===== src/rtl/tthd_pkg.sv =====
// Package for the touch tap and hold detector.
// Holds the request opcodes, register indexes, field widths and reset values.
// Depends on nothing; used by touch_tap_hold_detector.
`default_nettype none

package tthd_pkg;

   localparam int unsigned READING_W = 8;
   localparam int unsigned TIME_W    = 32;
   localparam int unsigned MS_W      = 16;
   localparam int unsigned TAPS_W    = 8;
   localparam int unsigned OPCODE_W  = 3;
   localparam int unsigned CSR_IDX_W = 3;
   localparam int unsigned CSR_DAT_W = 16;
   localparam int unsigned REQ_W     = 64;
   localparam int unsigned RSP_W     = 16;

   typedef enum logic [OPCODE_W-1:0] {
      OP_UPDATE    = 3'd0,
      OP_READ_TAPS = 3'd1,
      OP_MATCH     = 3'd2,
      OP_HOLD      = 3'd3,
      OP_HOLD_ONCE = 3'd4,
      OP_RELEASE   = 3'd5
   } op_type;

   typedef enum logic [CSR_IDX_W-1:0] {
      REG_THRESHOLD     = 3'd0,
      REG_DEBOUNCE      = 3'd1,
      REG_HOLD          = 3'd2,
      REG_TAP_GAP       = 3'd3,
      REG_RELEASE_RESET = 3'd4
   } reg_idx_type;

   localparam logic [READING_W-1:0] THRESHOLD_RST     = 8'd40;
   localparam logic [MS_W-1:0]      DEBOUNCE_RST      = 16'd50;
   localparam logic [MS_W-1:0]      HOLD_RST          = 16'd500;
   localparam logic [MS_W-1:0]      TAP_GAP_RST       = 16'd300;
   localparam logic [MS_W-1:0]      RELEASE_RESET_RST = 16'd500;

endpackage

`default_nettype wire


===== src/rtl/touch_tap_hold_detector.sv =====
// Touch key qualifier: debounce, tap counting, hold detection and queries.
// Depends on tthd_pkg for opcodes, register indexes, widths and reset values.
//
// One request is accepted in every cycle while the output can drain, and each
// yields exactly one response: the request is captured in an input register,
// the key state is updated by one pass of compare and wrapping-subtract logic,
// and the response sits in an output register. The output register may hold a
// response while the next request waits in the input register, so a stalled
// response channel only stops intake once both registers are full.
`default_nettype none

module touch_tap_hold_detector (
   input  wire logic        clock,
   input  wire logic        reset,
   // req_tdata, lowest bit up: first_reading[7:0], second_reading[7:0],
   // third_reading[7:0], time_ms[31:0], wanted_taps[7:0].
   input  wire logic [63:0] req_tdata,
   // req_tuser: opcode[2:0].
   input  wire logic [2:0]  req_tuser,
   input  wire logic        req_tvalid,
   output logic             req_tready,
   // rsp_tdata, lowest bit up: answer[0], tap_total[7:0], zero padding[6:0].
   output logic [15:0]      rsp_tdata,
   output logic             rsp_tvalid,
   input  wire logic        rsp_tready,
   input  wire logic        csr_valid,
   output logic             csr_ready,
   input  wire logic [2:0]  csr_index,
   input  wire logic [15:0] csr_data
);

   localparam int unsigned RW = tthd_pkg::READING_W;
   localparam int unsigned TW = tthd_pkg::TIME_W;
   localparam int unsigned MW = tthd_pkg::MS_W;
   localparam int unsigned NW = tthd_pkg::TAPS_W;

   logic [RW-1:0] threshold_ff;
   logic [MW-1:0] debounce_ff, hold_ms_ff, tap_gap_ff, release_reset_ff;

   logic                       in_valid_ff;
   logic [2:0]                 in_op_ff;
   logic [RW-1:0]              in_r1_ff, in_r2_ff, in_r3_ff;
   logic [TW-1:0]              in_time_ff;
   logic [NW-1:0]              in_want_ff;

   logic                       out_valid_ff;
   logic                       out_answer_ff, out_answer_in;
   logic [NW-1:0]              out_taps_ff, out_taps_in;

   logic                       released_ff, released_in;
   logic [TW-1:0]              press_start_ff, press_start_in;
   logic [TW-1:0]              press_end_ff, press_end_in;
   logic [TW-1:0]              last_touch_ff, last_touch_in;
   logic [NW-1:0]              running_ff, running_in;
   logic [NW-1:0]              latched_ff, latched_in;
   logic                       hold_active_ff, hold_active_in;
   logic                       hold_rep_ff, hold_rep_in;
   logic                       cleared_ff, cleared_in;
   logic                       hold_seen_ff, hold_seen_in;

   logic          advance;
   logic          touched;
   logic [RW-1:0] hi_reading;
   logic          rel1, rel2, c_press, c_release, c_hold, c_clear;
   logic [TW-1:0] start1, end2;
   logic [TW-1:0] deb_ext, hold_ext, gap_ext, rr_ext;

   assign advance    = in_valid_ff && (!out_valid_ff || rsp_tready);
   assign req_tready = !in_valid_ff || advance;
   assign csr_ready  = 1'b1;
   assign rsp_tvalid = out_valid_ff;
   assign rsp_tdata  = {7'd0, out_taps_ff, out_answer_ff};

   assign deb_ext  = {{(TW-MW){1'b0}}, debounce_ff};
   assign hold_ext = {{(TW-MW){1'b0}}, hold_ms_ff};
   assign gap_ext  = {{(TW-MW){1'b0}}, tap_gap_ff};
   assign rr_ext   = {{(TW-MW){1'b0}}, release_reset_ff};

   assign hi_reading = (in_r1_ff > in_r2_ff) ? in_r1_ff : in_r2_ff;
   assign touched    = (hi_reading <= threshold_ff) || (in_r3_ff <= threshold_ff);

   // The update steps are applied in order, each seeing the previous step's result.
   always_comb begin
      c_press   = released_ff && touched && ((in_time_ff - press_end_ff) >= deb_ext);
      rel1      = c_press ? 1'b0 : released_ff;
      start1    = c_press ? in_time_ff : press_start_ff;
      c_release = !rel1 && !touched && ((in_time_ff - last_touch_ff) >= deb_ext);
      rel2      = c_release ? 1'b1 : rel1;
      end2      = c_release ? in_time_ff : press_end_ff;
      c_hold    = !rel2 && ((in_time_ff - start1) >= hold_ext);
      c_clear   = rel2 && ((in_time_ff + gap_ext - end2) >= rr_ext);
   end

   always_comb begin
      released_in    = released_ff;
      press_start_in = press_start_ff;
      press_end_in   = press_end_ff;
      last_touch_in  = last_touch_ff;
      running_in     = running_ff;
      latched_in     = latched_ff;
      hold_active_in = hold_active_ff;
      hold_rep_in    = hold_rep_ff;
      cleared_in     = cleared_ff;
      hold_seen_in   = hold_seen_ff;
      out_answer_in  = 1'b0;
      out_taps_in    = '0;
      case (tthd_pkg::op_type'(in_op_ff))
         tthd_pkg::OP_UPDATE: begin
            released_in    = rel2;
            press_start_in = start1;
            press_end_in   = end2;
            if (c_release && ((in_time_ff - start1) < hold_ext)) begin
               running_in = running_ff + 1'b1;
               cleared_in = 1'b0;
            end
            if (c_hold) begin
               hold_active_in = 1'b1;
               cleared_in     = 1'b0;
            end
            if (!cleared_in && rel2 && ((in_time_ff - end2) >= gap_ext)) begin
               latched_in = running_in;
               running_in = '0;
               cleared_in = 1'b1;
            end
            if (c_clear) begin
               hold_active_in = 1'b0;
               hold_rep_in    = 1'b0;
               latched_in     = '0;
            end
            if (touched) begin
               last_touch_in = in_time_ff;
            end
            out_answer_in = touched;
         end
         tthd_pkg::OP_READ_TAPS: begin
            out_taps_in = latched_ff;
            latched_in  = '0;
         end
         tthd_pkg::OP_MATCH: begin
            if (latched_ff == in_want_ff) begin
               latched_in    = '0;
               out_answer_in = 1'b1;
            end
         end
         tthd_pkg::OP_HOLD: begin
            out_answer_in = hold_active_ff;
         end
         tthd_pkg::OP_HOLD_ONCE: begin
            if (hold_active_ff && !hold_rep_ff) begin
               hold_rep_in   = 1'b1;
               out_answer_in = 1'b1;
            end
         end
         tthd_pkg::OP_RELEASE: begin
            if (hold_active_ff) begin
               hold_seen_in = 1'b1;
            end else if (hold_seen_ff) begin
               hold_seen_in  = 1'b0;
               out_answer_in = 1'b1;
            end
         end
         default: begin
         end
      endcase
   end

   always_ff @(posedge clock) begin
      if (reset) begin
         threshold_ff     <= tthd_pkg::THRESHOLD_RST;
         debounce_ff      <= tthd_pkg::DEBOUNCE_RST;
         hold_ms_ff       <= tthd_pkg::HOLD_RST;
         tap_gap_ff       <= tthd_pkg::TAP_GAP_RST;
         release_reset_ff <= tthd_pkg::RELEASE_RESET_RST;
      end else if (csr_valid) begin
         case (tthd_pkg::reg_idx_type'(csr_index))
            tthd_pkg::REG_THRESHOLD:     threshold_ff     <= csr_data[RW-1:0];
            tthd_pkg::REG_DEBOUNCE:      debounce_ff      <= csr_data;
            tthd_pkg::REG_HOLD:          hold_ms_ff       <= csr_data;
            tthd_pkg::REG_TAP_GAP:       tap_gap_ff       <= csr_data;
            tthd_pkg::REG_RELEASE_RESET: release_reset_ff <= csr_data;
            default: begin
            end
         endcase
      end
   end

   always_ff @(posedge clock) begin
      if (reset) begin
         in_valid_ff    <= 1'b0;
         out_valid_ff   <= 1'b0;
         released_ff    <= 1'b1;
         press_start_ff <= '0;
         press_end_ff   <= '0;
         last_touch_ff  <= '0;
         running_ff     <= '0;
         latched_ff     <= '0;
         hold_active_ff <= 1'b0;
         hold_rep_ff    <= 1'b0;
         cleared_ff     <= 1'b1;
         hold_seen_ff   <= 1'b0;
      end else begin
         if (req_tready) begin
            in_valid_ff <= req_tvalid;
         end
         if (advance) begin
            out_valid_ff <= 1'b1;
         end else if (rsp_tready) begin
            out_valid_ff <= 1'b0;
         end
         if (advance) begin
            released_ff    <= released_in;
            press_start_ff <= press_start_in;
            press_end_ff   <= press_end_in;
            last_touch_ff  <= last_touch_in;
            running_ff     <= running_in;
            latched_ff     <= latched_in;
            hold_active_ff <= hold_active_in;
            hold_rep_ff    <= hold_rep_in;
            cleared_ff     <= cleared_in;
            hold_seen_ff   <= hold_seen_in;
         end
      end
   end

   always_ff @(posedge clock) begin
      if (req_tready && req_tvalid) begin
         in_op_ff   <= req_tuser;
         in_r1_ff   <= req_tdata[7:0];
         in_r2_ff   <= req_tdata[15:8];
         in_r3_ff   <= req_tdata[23:16];
         in_time_ff <= req_tdata[55:24];
         in_want_ff <= req_tdata[63:56];
      end
      if (advance) begin
         out_answer_ff <= out_answer_in;
         out_taps_ff   <= out_taps_in;
      end
   end

endmodule

`default_nettype wire

===== config.mk =====
export PLATFORM = sky130hd
export DESIGN_NAME = touch_tap_hold_detector
export DESIGN_NICKNAME = d
export VERILOG_FILES = /design/src/rtl/tthd_pkg.sv /design/src/rtl/touch_tap_hold_detector.sv
export SDC_FILE = /design/constraint.sdc
export NUM_CORES = 1
export LEC_CHECK = 0
export BUFFER_PORTS_ARGS = -buffer_cell sky130_fd_sc_hd__clkbuf_2
export CAP_MARGIN = 25
export CORE_MARGIN = 1.5
export CORE_UTILIZATION = 65
export CTS_CLUSTER_DIAMETER = 100
export DETAILED_ROUTE_END_ITERATION = 7
export GPL_TIMING_DRIVEN = 0
export PLACE_DENSITY = 0.83
export SLEW_MARGIN = 20
export SYNTH_ARGS = -nofsm -noshare
export SYNTH_HDL_FRONTEND = slang
export SYNTH_SLANG_ARGS = --single-unit

===== constraint.sdc =====
create_clock -name clock -period 20.1 [get_ports clock]
set_clock_uncertainty 0.15 [all_clocks]
set_input_delay 4.02 -clock clock [delete_from_list [all_inputs] [get_ports clock]]
set_output_delay 4.02 -clock clock [all_outputs]
set_load 0.02 [all_outputs]

==> results.sh <==
export IMPL_final_fill_count=2643
export IMPL_p_sw_frac=0.3403
export IMPL_synth_top_area_frac=0.1688
export IMPL_first_pass_iters=6
export IMPL_design_core_area_um2=34460
export IMPL_syn_area_um2=22650
export IMPL_p_leak_uw=0.009877
export IMPL_worstPathArrival_ps=13270
export IMPL_grt_overflow=0
export IMPL_yosysMostFrequentCell="nand2_1"
export IMPL_slew_headroom=0.2688
export IMPL_vias=22440
export IMPL_cts_buffers=30
export IMPL_clock_sinks=267
export IMPL_finalCriticalPeriod_ps=12890
export IMPL_cts_tree="yes"
export IMPL_yosysWarnings=0
export IMPL_rsz0062_at_grt="false"
export IMPL_power_density_nw_per_um2=68.16
export IMPL_clockBufferDepth=3
export IMPL_register_area_um2=6106
export IMPL_die_h_um=189.7
export IMPL_cp_start_kind="flop"
export IMPL_dpl_instance_area_um2=23820
export IMPL_hold_viol=0
export IMPL_rows=68
export IMPL_p_sw_uw=576.4
export IMPL_ys_seq_area_frac=0.2695
export IMPL_p_clk_frac=0.345
export IMPL_boundaryPins=110
export IMPL_synth_top_family_by_area="compound AO/OA/AOI/OAI gates"
export IMPL_final_nets=3401
export IMPL_max_stage_delay_ps=860
export IMPL_hold_path_class="flop to flop"
export IMPL_synth_enable_flop_cells=76
export IMPL_comb_power_share=0.304
export IMPL_synth_top_cell_by_area="dfxtp_1"
export IMPL_critPathTopFamily="compound AO/OA/AOI/OAI gates"
export IMPL_synth_async_sr_flop_share=0
export IMPL_routedWlPerCell_um=20.45
export IMPL_internal_power_uw=1118
export IMPL_critPathMaxFanout=12
export IMPL_yosys_area_share_simple=0.1962
export IMPL_die_x_um=189.7
export IMPL_hold_ws_ps=303.9
export IMPL_grt_pass1_vias=21350
export IMPL_ant_nets=0
export IMPL_grt_max_degree=48
export IMPL_route_detailed_drc=0
export IMPL_setup_violations=0
export IMPL_hold_buffers=0
export IMPL_place_congestion=1.008
export IMPL_diodes=0
export IMPL_drt_total_wl_um=71470
export IMPL_drv_cap=0
export IMPL_status="finished clean"
export IMPL_ys_ff_latch=267
export IMPL_cts_htree_levels=1
export IMPL_finalMaxSlewViolations=0
export IMPL_slowest_stage="edfxtp_1"
export IMPL_vias_per_cell=6.421
export IMPL_post_cts_setup_buffers=0
export IMPL_worstPathRequired_ps=20470
export IMPL_synth_area_mux_share=0.02370
export IMPL_grt_pass1_wl_um=111600
export IMPL_multi_input_area_um2=15230
export IMPL_fmax_mhz=77.57
export IMPL_ir_drop_mv=0.08729
export IMPL_initial_core_util=0.6574
export IMPL_insertion_delay_ps=620
export IMPL_worst_setup_path_end_kind="flop"
export IMPL_p_seq_frac=0.351
export IMPL_grt_usage=0.3920
export IMPL_worst_slew_pin_slew_ps=1083
export IMPL_path_class="flop to flop"
export IMPL_first_iter_violations=2045
export IMPL_cp_num_buf_inv=3
export IMPL_finalSetupTns_ps=0
export IMPL_syn_to_final_growth_pct=9.721
export IMPL_cts_resized=0
export IMPL_synth_xor_area_frac=0.04485
export IMPL_yosysUniqueCellTypes=98
export IMPL_stdcell_area_um2=24860
export IMPL_syn_avg_cell_area_um2=7.879
export IMPL_dp_hpwl_um=55980
export IMPL_antenna_found_initial=1
export IMPL_drive_above_1_share=0.07138
export IMPL_finalCritPeriodShare=0.6414
export IMPL_synth_adder_area_share=0.1737
export IMPL_syn_inst=2875
export IMPL_port_buffers=100
export IMPL_cts_root_buf="clkbuf_16"
export IMPL_synth_compound_area_share=0.2315
export IMPL_synth_common_cells="nand2_1 (428), a21oi_1 (340), ha_1 (260)"
export IMPL_ys_flop_type="dfxtp_1"
export IMPL_yosys_top_cells_area="dfxtp_1 (17%), ha_1 (14%), edfxtp_1 (10%)"
export IMPL_dieArea_um2=35980
export IMPL_path_clk_slew_ps=60
## worst register-to-register path: cells and delay by family (launching register included)
kind                     cells  cell delay (ps)
AO/OA/AOI/OAI               17             4690
adder cells (fa/ha/maj)      5             1900
XOR/XNOR                     2              350
buffers and inverters        3              950
multiplexers                 1              120
flip-flops                   1              860
AND/OR/NAND/NOR             15             3760
## area by class of cell
type                       count  share of cell area
buffer                       111             0.01868
clock buffer                  37             0.03212
clock inverter                19            0.009665
inverter                     240             0.03624
multi-input combinational   2263              0.6129
sequential                   267              0.2457
tap                          455             0.02290
timing repair buffer         103             0.02185
## power by group through the flow
| stage | clock network, uW | logic [uW] | registers, uW |
|---|---|---|---|
| 2_1_floorplan | 0 | 367 | 595 |
| 3_3_place_gp | 0 | 474 | 605 |
| 3_5_place_dp | 0 | 494 | 605 |
| 4_1_cts | 584 | 501 | 594 |
| 5_1_grt | 604 | 566 | 596 |
| 6_report | 585 | 515 | 595 |
## path summary, 6_finish.rpt
kind	startpoint	to	slack, ps	cells after the start
worst min register to register	press_end_ff[11]$_SDFFE_PP0P_	press_end_ff[11]$_SDFFE_PP0P_	300	2
worst max-delay path	in_time_ff[1]$_DFFE_PP_	latched_ff[7]$_SDFFE_PP0P_	7210	43
worst max register to register	in_time_ff[1]$_DFFE_PP_	latched_ff[7]$_SDFFE_PP0P_	7210	43
worst min-delay path	press_end_ff[11]$_SDFFE_PP0P_	press_end_ff[11]$_SDFFE_PP0P_	300	2
## sequential cells by signal (all words and copies together) (netlist names), 3 cells and up
register,count
debounce_ff,16
hold_ms_ff,16
in_r3_ff,8
tap_gap_ff,16
latched_ff,8
press_start_ff,32
in_r2_ff,8
last_touch_ff,32
threshold_ff,8
in_want_ff,8
in_op_ff,3
out_taps_ff,8
running_ff,8
in_r1_ff,8
release_reset_ff,16
press_end_ff,32
in_time_ff,32
## metrics by stage
step | utilization | cells | total power [uW] | worst slack, ps
after floorplan | - | 2881 | 962.0 | 10980
after global placement | 0.6891 | 3436 | 1079 | 7776
after detailed placement | 0.6912 | 3439 | 1099 | 7544
after CTS | 0.7213 | 3495 | 1679 | 7552
after global routing | 0.7213 | 3495 | 1766 | 6394
final | 0.7213 | 3495 | 1694 | 7208
## metal layers
layer,up-vias,track usage,share of wire
met4,2,0.1899,0.055
met2,1162,0.6171,0.43
met5,-,0,0.00018
met1,10470,0.5243,0.42
li1,10540,-,-
met3,270,0.06401,0.092
## logic make-up after synthesis
family	count (synthesis)
AOI/OAI and AO/OA	833
and+or+nand+nor	960
xor gates and xnor gates	116
muxes	52
DFF	267
other	2
adders and majority gates	294
buffers and inverters	351
## cells in the final DEF (no fill, tap or decap), types with 64 or more instances in the layout
cell / n
inv_1: 240
nand2_1: 428
xnor2_1: 64
clkbuf_1: 95
nor2_1: 209
clkbuf_2: 101
edfxtp_1: 76
o21ai_0: 126
dfxtp_1: 191
a21oi_1: 340
ha_1: 260
(Power assumes the default switching activity.)
